--- src/bhac_pkg.sv ---
`timescale 1ns / 1ps
// Shared types and constants for the button hold and alarm control block.
// Used by bhac_hold and button_hold_and_alarm_control_core; depends on nothing.
package bhac_pkg;

	// Width of the millisecond time base and of every release deadline.
	localparam int TIME_BITS = 32;

	// Number of buttons sampled on a tick and the bit of the acknowledge button.
	localparam int NUM_BUTTONS = 3;
	localparam int ACK_BIT     = 2;

	// Configuration register indexes.
	localparam int CFG_IDX_BITS = 3;
	localparam logic [CFG_IDX_BITS-1:0] REG_DEBOUNCE_MS      = 3'd0;
	localparam logic [CFG_IDX_BITS-1:0] REG_ACK_HOLD_MS      = 3'd1;
	localparam logic [CFG_IDX_BITS-1:0] REG_TONE_ROLL_MS     = 3'd2;
	localparam logic [CFG_IDX_BITS-1:0] REG_TONE_LOW_PERIOD  = 3'd3;
	localparam logic [CFG_IDX_BITS-1:0] REG_TONE_HIGH_PERIOD = 3'd4;

	localparam int CFG_DATA_BITS = 24;

	// Reset values of the configuration registers and of the tone state.
	localparam logic [15:0] DEBOUNCE_RESET    = 16'd20;
	localparam logic [23:0] ACK_HOLD_RESET    = 24'h02BF20;
	localparam logic [7:0]  TONE_ROLL_RESET   = 8'd250;
	localparam logic [7:0]  TONE_LOW_RESET    = 8'd100;
	localparam logic [7:0]  TONE_HIGH_RESET   = 8'd200;

	// Input item codes for the mode field.
	localparam logic MODE_TICK  = 1'b0;
	localparam logic MODE_ALARM = 1'b1;

	typedef logic [TIME_BITS-1:0] time_t;

	// Hold tracking state: active-low held bits and one deadline per button.
	typedef struct packed {
		logic [NUM_BUTTONS-1:0] held_n;
		time_t [NUM_BUTTONS-1:0] deadline;
	} hold_state_t;

endpackage

--- src/button_hold_and_alarm_control_core.sv ---
`timescale 1ns / 1ps
// Top level of the button hold and alarm control block.
// Depends on bhac_pkg and instantiates bhac_hold.
//
// Usage:
// The item channel (item_valid, item_stall) carries one item per millisecond
// tick (mode 0) or per alarm request (mode 1), together with the raw
// active-low button levels and the light switch level. Each item gives
// exactly one result on the result channel (result_valid, result_stall):
// the switch status byte, the acknowledge LED, the buzzer enable, the tone
// period and duty, and the ADC-start pulse.
// An accepted item lands in an input register; once the output register is
// free or its result is taken, the state is updated and the result is loaded
// into the output register, which raises result_valid. One item is taken in
// every cycle as long as the result side keeps up; the rate is set by the
// single update of the state registers per item.
// When the receiver stalls, the result stays in the output register and the
// input register holds its item; item_stall then rises until the result is
// taken. The configuration channel is always ready; the user must write it
// only while the block is idle, which the block itself does not enforce.
// Reset clears the time base, the holds and the buzzer, reloads the roll
// counter and tone period, and restores every configuration register.
module button_hold_and_alarm_control_core (
	input  logic                                clk,
	input  logic                                arst_n,
	// Item channel.
	input  logic                                item_valid,
	output logic                                item_stall,
	input  logic                                mode,
	input  logic [2:0]                          buttons_n,
	input  logic                                light_switch_n,
	// Result channel.
	output logic                                result_valid,
	input  logic                                result_stall,
	output logic [7:0]                          switch_status,
	output logic                                ack_led,
	output logic                                buzzer_on,
	output logic [7:0]                          tone_period,
	output logic [6:0]                          tone_duty,
	output logic                                adc_start,
	// Configuration write channel.
	input  logic                                cfg_valid,
	output logic                                cfg_ready,
	input  logic [bhac_pkg::CFG_IDX_BITS-1:0]   cfg_index,
	input  logic [bhac_pkg::CFG_DATA_BITS-1:0]  cfg_data
);

	// Configuration registers.
	logic [15:0] debounce_q;
	logic [23:0] ack_hold_q;
	logic [7:0]  roll_reg_q;
	logic [7:0]  tone_low_q;
	logic [7:0]  tone_high_q;

	// Block state.
	bhac_pkg::time_t      ms_q;
	logic [7:0]           roll_q;
	bhac_pkg::hold_state_t hold_q;
	logic                 buzzer_q;
	logic [7:0]           tone_q;

	// Input register stage.
	logic       valid_s1;
	logic       mode_s1;
	logic [2:0] buttons_n_s1;
	logic       light_n_s1;

	// Output register.
	logic       result_valid_q;
	logic [7:0] status_q;
	logic       ack_led_q;
	logic       buzzer_out_q;
	logic [7:0] tone_out_q;
	logic       adc_q;

	// Next-state values.
	logic                  adv_s1;
	bhac_pkg::time_t       ms_new;
	logic [7:0]            roll_dec;
	bhac_pkg::hold_state_t hold_tick;
	bhac_pkg::hold_state_t hold_next;
	bhac_pkg::time_t       ms_next;
	logic [7:0]            roll_next;
	logic                  buzzer_next;
	logic [7:0]            tone_next;
	logic                  adc_next;
	logic                  buzzer_after_press;
	logic [7:0]            status_next;

	// The item in the input register moves on whenever the output register
	// is empty or its result is taken in this cycle.
	assign adv_s1     = valid_s1 && (!result_valid_q || !result_stall);
	assign item_stall = valid_s1 && !adv_s1;
	assign cfg_ready  = 1'b1;

	always_ff @(posedge clk or negedge arst_n) begin
		if (!arst_n) begin
			debounce_q  <= bhac_pkg::DEBOUNCE_RESET;
			ack_hold_q  <= bhac_pkg::ACK_HOLD_RESET;
			roll_reg_q  <= bhac_pkg::TONE_ROLL_RESET;
			tone_low_q  <= bhac_pkg::TONE_LOW_RESET;
			tone_high_q <= bhac_pkg::TONE_HIGH_RESET;
		end else if (cfg_valid && cfg_ready) begin
			case (cfg_index)
				bhac_pkg::REG_DEBOUNCE_MS:      debounce_q  <= cfg_data[15:0];
				bhac_pkg::REG_ACK_HOLD_MS:      ack_hold_q  <= cfg_data[23:0];
				bhac_pkg::REG_TONE_ROLL_MS:     roll_reg_q  <= cfg_data[7:0];
				bhac_pkg::REG_TONE_LOW_PERIOD:  tone_low_q  <= cfg_data[7:0];
				bhac_pkg::REG_TONE_HIGH_PERIOD: tone_high_q <= cfg_data[7:0];
				default: begin
				end
			endcase
		end
	end

	// Input register: the payload needs no reset.
	always_ff @(posedge clk or negedge arst_n) begin
		if (!arst_n) begin
			valid_s1 <= 1'b0;
		end else if (!item_stall) begin
			valid_s1 <= item_valid;
		end
	end

	always_ff @(posedge clk) begin
		if (item_valid && !item_stall) begin
			mode_s1      <= mode;
			buttons_n_s1 <= buttons_n;
			light_n_s1   <= light_switch_n;
		end
	end

	assign ms_new   = ms_q + bhac_pkg::time_t'(1);
	assign roll_dec = roll_q - 8'd1;

	bhac_hold u_hold (
		.ms_new      (ms_new),
		.buttons_n   (buttons_n_s1),
		.debounce_ms (debounce_q),
		.ack_hold_ms (ack_hold_q),
		.cur         (hold_q),
		.nxt         (hold_tick)
	);

	// One tick advances time, holds and the roll counter; an alarm request
	// only arms the buzzer, and only outside the acknowledge window.
	always_comb begin
		ms_next     = ms_q;
		roll_next   = roll_q;
		hold_next   = hold_q;
		buzzer_next = buzzer_q;
		tone_next   = tone_q;
		adc_next    = 1'b0;
		buzzer_after_press = buzzer_q && buttons_n_s1[bhac_pkg::ACK_BIT];
		if (mode_s1 == bhac_pkg::MODE_TICK) begin
			ms_next     = ms_new;
			roll_next   = roll_dec;
			hold_next   = hold_tick;
			buzzer_next = buzzer_after_press;
			if (roll_dec == 8'd0) begin
				roll_next = roll_reg_q;
				adc_next  = 1'b1;
				if (buzzer_after_press) begin
					tone_next = (tone_q == tone_high_q) ? tone_low_q : tone_high_q;
				end
			end
		end else begin
			if (hold_q.held_n[bhac_pkg::ACK_BIT]) begin
				buzzer_next = 1'b1;
			end
		end
	end

	always_comb begin
		status_next    = 8'h00;
		status_next[7] = !hold_next.held_n[0];
		status_next[6] = !light_n_s1;
		status_next[4] = !hold_next.held_n[1];
	end

	always_ff @(posedge clk or negedge arst_n) begin
		if (!arst_n) begin
			ms_q     <= '0;
			roll_q   <= bhac_pkg::TONE_ROLL_RESET;
			hold_q.held_n   <= '1;
			hold_q.deadline <= '0;
			buzzer_q <= 1'b0;
			tone_q   <= bhac_pkg::TONE_LOW_RESET;
		end else if (adv_s1) begin
			ms_q     <= ms_next;
			roll_q   <= roll_next;
			hold_q   <= hold_next;
			buzzer_q <= buzzer_next;
			tone_q   <= tone_next;
		end
	end

	// Output register: valid clears when the result is taken with nothing behind it.
	always_ff @(posedge clk or negedge arst_n) begin
		if (!arst_n) begin
			result_valid_q <= 1'b0;
		end else if (adv_s1) begin
			result_valid_q <= 1'b1;
		end else if (!result_stall) begin
			result_valid_q <= 1'b0;
		end
	end

	always_ff @(posedge clk) begin
		if (adv_s1) begin
			status_q     <= status_next;
			ack_led_q    <= !hold_next.held_n[bhac_pkg::ACK_BIT];
			buzzer_out_q <= buzzer_next;
			tone_out_q   <= tone_next;
			adc_q        <= adc_next;
		end
	end

	assign result_valid  = result_valid_q;
	assign switch_status = status_q;
	assign ack_led       = ack_led_q;
	assign buzzer_on     = buzzer_out_q;
	assign tone_period   = tone_out_q;
	assign tone_duty     = tone_out_q[7:1];
	assign adc_start     = adc_q;

	// The buzzer can only be armed outside the acknowledge window, and any
	// acknowledge press silences it, so the two are never on together.
	assert property (@(posedge clk) disable iff (!arst_n)
		result_valid |-> !(buzzer_on && ack_led))
		else $error("buzzer enabled inside the acknowledge window");

	// An empty output register never pushes back on the item channel.
	assert property (@(posedge clk) disable iff (!arst_n)
		!result_valid_q |-> !item_stall)
		else $error("item channel stalled with an empty output register");

	// Time only moves on a tick item that leaves the input register.
	assert property (@(posedge clk) disable iff (!arst_n)
		!(adv_s1 && (mode_s1 == bhac_pkg::MODE_TICK)) |=> $stable(ms_q))
		else $error("millisecond count changed without a tick item");

endmodule

--- src/bhac_hold.sv ---
`timescale 1ns / 1ps
// Next-state logic of the button holds for one millisecond tick.
// Depends on bhac_pkg for the time type and the hold state struct.
module bhac_hold (
	input  bhac_pkg::time_t                         ms_new,
	input  logic [bhac_pkg::NUM_BUTTONS-1:0]        buttons_n,
	input  logic [15:0]                             debounce_ms,
	input  logic [23:0]                             ack_hold_ms,
	input  bhac_pkg::hold_state_t                   cur,
	output bhac_pkg::hold_state_t                   nxt
);

	bhac_pkg::time_t                        debounce_ext;
	bhac_pkg::time_t                        ack_ext;
	logic [bhac_pkg::NUM_BUTTONS-1:0]       held_pressed;
	bhac_pkg::time_t [bhac_pkg::NUM_BUTTONS-1:0] dl_next;

	assign debounce_ext = bhac_pkg::time_t'(debounce_ms);
	assign ack_ext      = bhac_pkg::time_t'(ack_hold_ms);

	// A press clears the held bit and restarts the deadline from the new time.
	always_comb begin
		for (int b = 0; b < bhac_pkg::NUM_BUTTONS; b++) begin
			if (!buttons_n[b]) begin
				held_pressed[b] = 1'b0;
				dl_next[b] = ms_new + ((b == bhac_pkg::ACK_BIT) ? ack_ext : debounce_ext);
			end else begin
				held_pressed[b] = cur.held_n[b];
				dl_next[b] = cur.deadline[b];
			end
		end
	end

	// Releases are only checked while something is held; the compare is unsigned.
	always_comb begin
		nxt.deadline = dl_next;
		nxt.held_n   = held_pressed;
		if (held_pressed != '1) begin
			for (int b = 0; b < bhac_pkg::NUM_BUTTONS; b++) begin
				if (ms_new >= dl_next[b]) begin
					nxt.held_n[b] = 1'b1;
				end
			end
		end
	end

endmodule

--- config.mk ---
export PLATFORM = sky130hd
export DESIGN_NAME = button_hold_and_alarm_control_core
export DESIGN_NICKNAME = d
export VERILOG_FILES = /design/src/bhac_pkg.sv /design/src/button_hold_and_alarm_control_core.sv /design/src/bhac_hold.sv
export SDC_FILE = /design/constraint.sdc
export NUM_CORES = 1
export LEC_CHECK = 0
export ABC_AREA = 0
export BUFFER_PORTS_ARGS = -buffer_cell sky130_fd_sc_hd__buf_2
export CORE_UTILIZATION = 36
export CTS_CLUSTER_SIZE = 40
export DETAILED_ROUTE_END_ITERATION = 8
export GPL_ROUTABILITY_DRIVEN = 0
export MAX_ROUTING_LAYER = met4
export PLACE_DENSITY = 0.47
export SYNTH_ARGS = -nofsm -noshare
export SYNTH_HDL_FRONTEND = slang
export SYNTH_SLANG_ARGS = --single-unit
--- constraint.sdc ---
create_clock -name clk -period 8.95 [get_ports clk]
set_input_delay 0 -clock clk [delete_from_list [all_inputs] [get_ports clk]]
set_output_delay 0 -clock clk [all_outputs]
set_load 0.02 [all_outputs]
==> out/results.tsv <==
stage	metric	value	unit
run_status	status	finished, final reports clean	
critical_path	cp_slowest_cell	xor2_1	
power	p_clk_frac	0.280	
critical_path	cp-end-kind	flop	
layout	final_common_cell	dfrtp_1	
die	fp.coreArea	42000	sq um
layout	register_area	5970	sq um
power	pwr-share-seq	0.372	
flow_run	drv_cap	0	
global_routing	grtUsageTotal	0.212	
routing	ant_nets	0	
routing	drt-pass1-iter-count	5	
cts	cts.sinks	233	
critical_path	critical_path_class	reg -> reg	
critical_path	critPathMaxFanout	7	
power	leakage	0.00810	uW
layout	final_layout_size_suffix_gt1_frac	0.164	
timing	max_freq	162	MHz
timing	worst_pin_slew	1.07	ns
layout	area_growth	13.4	%
logic_synthesis	synth_edf_count	19	
die	num_rows	75	
layout	fin_area	17500	sq um
cts	clock_latency	0.59	ns
logic_synthesis	synth-main-ff-cell	dfrtp_1	
cts	htreeDepth	1	
logic_synthesis	synth.distinct_cells	76	
cts	cts_resized	0	
global_routing	grt_pass1_wl	69.4	mm
timing	finalCritPeriodShare	0.691	
power	internal_power	2640	uW
power	p_sw	1490	uW
place	portBuffers	59	
logic_synthesis	yosysSeqAreaShare	0.388	
global_routing	grt-ovfl-total	0	
timing	fin_crit	6.19	ns
layout	nFillCells	4141	
timing	skew	0.0285	ns
cts	cts_buffer_depth	3	
timing	setup-violations-final	0	
global_routing	grt_pass1_vias	11618	
routing	drtIter0Drc	691	
critical_path	crit_top_cell	a21o_1	
logic_synthesis	syn-cell-area	15400	sq um
global_routing	grt_max_degree	99	
critical_path	path_delay_family	compound AO/OA/AOI/OAI gates	
power	p_total	4130	uW
logic_synthesis	syn_inst	1570	
global_routing	grt_antenna_before_repair	3	
routing	via_per_inst	5.41	
cts	clkTransAtPathRegs	0.06	ns
critical_path	cp_data_arrival_time	6.57	ns
die	die_x	209	um
timing	tns	0	ns
routing	drt-wirelength-per-cell	20.2	um
die	ios	66	
cts	cts-root-buf	clkbuf_16	
layout	final_cell_mix	dfrtp_1, nand2_1, ha_1, a21oi_1, nor2_1	
die	initial_core_util	0.366	
cts	cts_tree	yes	
power	switching_share	0.361	
routing	vias	11901	
die	die_area	43600	sq um
power	p_comb_frac	0.347	
layout	nNetsFinal	1818	
place	dpl.hpwl	32.6	mm
power	vdd_drop_max	162	uV
logic_synthesis	async_reset_ff_frac	0.918	
critical_path	path_cells	nand3_2 > or2_2 > nor2_1 > xor2_1 > ha_1 > a21o_1 > a31oi_1 > o21a_1 > a31oi_1 > o21ai_1 > nor4_1 > xnor2_1 > o21a_1 > ha_1 > a21o_1 > a21o_1 > a21oi_1 > nor2_1 > a2111oi_0 > o221a_2 > nand3_1 > o22ai_1	
logic_synthesis	synth_seq_cells	233	
timing	rsz0062_at_grt	no	
place	postPlaceCellArea	16200	sq um
layout	multi_input_area	9020	sq um
critical_path	crit_path_start_kind	flop	
cts	cts_buffers	29	
critical_path	critPathBufInv	0	
timing	drv_slew	0	
timing	hold_viol	0	
logic_synthesis	syn_area_per_cell	9.81	sq um
routing	routed_wl	44.5	mm
power	pwr_density_cell	236	nW/um^2
die	die_h	209	um
worst_hold_path	min_path_type	in -> reg	
logic_synthesis	yosysWarnings	0	
critical_path	critPathMaxStageDelay	0.66	ns
critical_path	required	9.33	ns
routing	drc	0	
timing	slew_headroom	0.285	
[registers in the layout, indices dropped and copies added, names as in the netlist, 3 cells and up, named ones only]
register,flops
roll_q,8
ms_q,32
hold_q,96
debounce_q,16
tone_high_q,8
roll_reg_q,8
tone_period,8
tone_low_q,8
switch_status,3
buttons_n_s1,3
ack_hold_q,24
tone_q,8
[through the flow]
step                      worst slack [ns]  hold WS, ns  instances  utilization
after floorplan                       3.76       -0.296       1574            -
final                                 2.76       0.0245       2201        0.416
after CTS                             2.80       0.0163       2200        0.415
after global routing                  2.33       0.0347       2201        0.416
after detailed placement              2.83        0.110       2113        0.386
after global placement                2.93       0.0992       2113        0.386
[power by group through the flow]
stage	registers [uW]	clock network [uW]	logic (uW)
floorplan	1490	0	1050
global placement	1550	0	1410
detailed placement	1560	0	1420
CTS	1540	1200	1440
global route	1570	1230	1630
finish	1540	1160	1440
[final cells by class]
type,instances,area share
clock inverters,8,0.00551
well taps,539,0.0386
diodes,1,0.000143
clock buffers,46,0.0469
multi-input cells,1234,0.516
flip-flops and latches,233,0.342
repair buffers,111,0.0445
inverters,29,0.00623
[logic make-up after synthesis]
| kind of cell | count (synthesis) | synth area share |
|---|---|---|
| adder cells (fa/ha/maj) | 143 | 0.117 |
| multiplexers | 158 | 0.110 |
| AO/OA/AOI/OAI | 349 | 0.143 |
| flip-flops | 233 | 0.388 |
| buffers and inverters | 107 | 0.0300 |
| other | 2 | 0.000488 |
| AND/OR/NAND/NOR | 461 | 0.146 |
| XOR/XNOR | 117 | 0.0665 |
[Yosys cell counts (13+ instances only)]
| library cell | count | share of area |
|---|---|---|
| nand2_1 | 169 | 0.041 |
| o31ai_1 | 15 | 0.0073 |
| a21oi_1 | 111 | 0.036 |
| mux2_2 | 92 | 0.067 |
| mux2i_1 | 66 | 0.043 |
| o21ai_0 | 78 | 0.025 |
| xnor2_1 | 76 | 0.043 |
| a211oi_1 | 15 | 0.0073 |
| clkbuf_1 | 54 | 0.013 |
| nand3_1 | 31 | 0.010 |
| buf_4 | 13 | 0.0063 |
| edfxtp_1 | 19 | 0.037 |
| inv_1 | 28 | 0.0068 |
| dfrtp_1 | 179 | 0.29 |
| nor3_1 | 19 | 0.0062 |
| a21o_1 | 44 | 0.021 |
| nor2_1 | 106 | 0.026 |
| o21a_1 | 13 | 0.0063 |
| and3_1 | 17 | 0.0069 |
| ha_1 | 141 | 0.11 |
| xor2_1 | 41 | 0.023 |
| dfstp_2 | 35 | 0.060 |
| nand4_1 | 32 | 0.013 |
[worst reg2reg max path, delay by kind of cell (launching register included)]
| family | cells | cell delay (ns) |
|---|---|---|
| simple gates | 6 | 1.02 |
| flops | 1 | 0.45 |
| xor+xnor | 2 | 1.07 |
| fa+ha+maj | 2 | 0.67 |
| compound gates | 12 | 2.78 |
[final timing paths]
check | startpoint | cells past startpoint | endpoint | slack (ns)
setup / recovery | ms_q[0] | 22 | switch_status[4] | 2.76
hold / removal | cfg_index[0] | 4 | tone_high_q[6] | 0.02
setup reg to reg | ms_q[0] | 22 | switch_status[4] | 2.76
hold reg to reg | hold_q[0] | 2 | hold_q[0] | 0.47
max in group asynchronous | arst_n | 3 | roll_reg_q[0] | 7.63
min in group asynchronous | arst_n | 2 | hold_q[5] | 0.04
[metal layers]
layer,routed length [um],global-route usage,vias to the layer above
li1,-,-,5861
met1,21900,0.298,5774
met2,19600,0.318,211
met3,2050,0.0319,55
met4,966,0.0497,0
met5,0,-,-
[repair_timing]
item | CTS | global route
endpoints found under the setup margin | 0 | 0
hold buffers | 33 | 0
buffers inserted | 0 | 0
endpoints found under the hold margin | 172 | 0
Power figures use the tool's default switching activity.
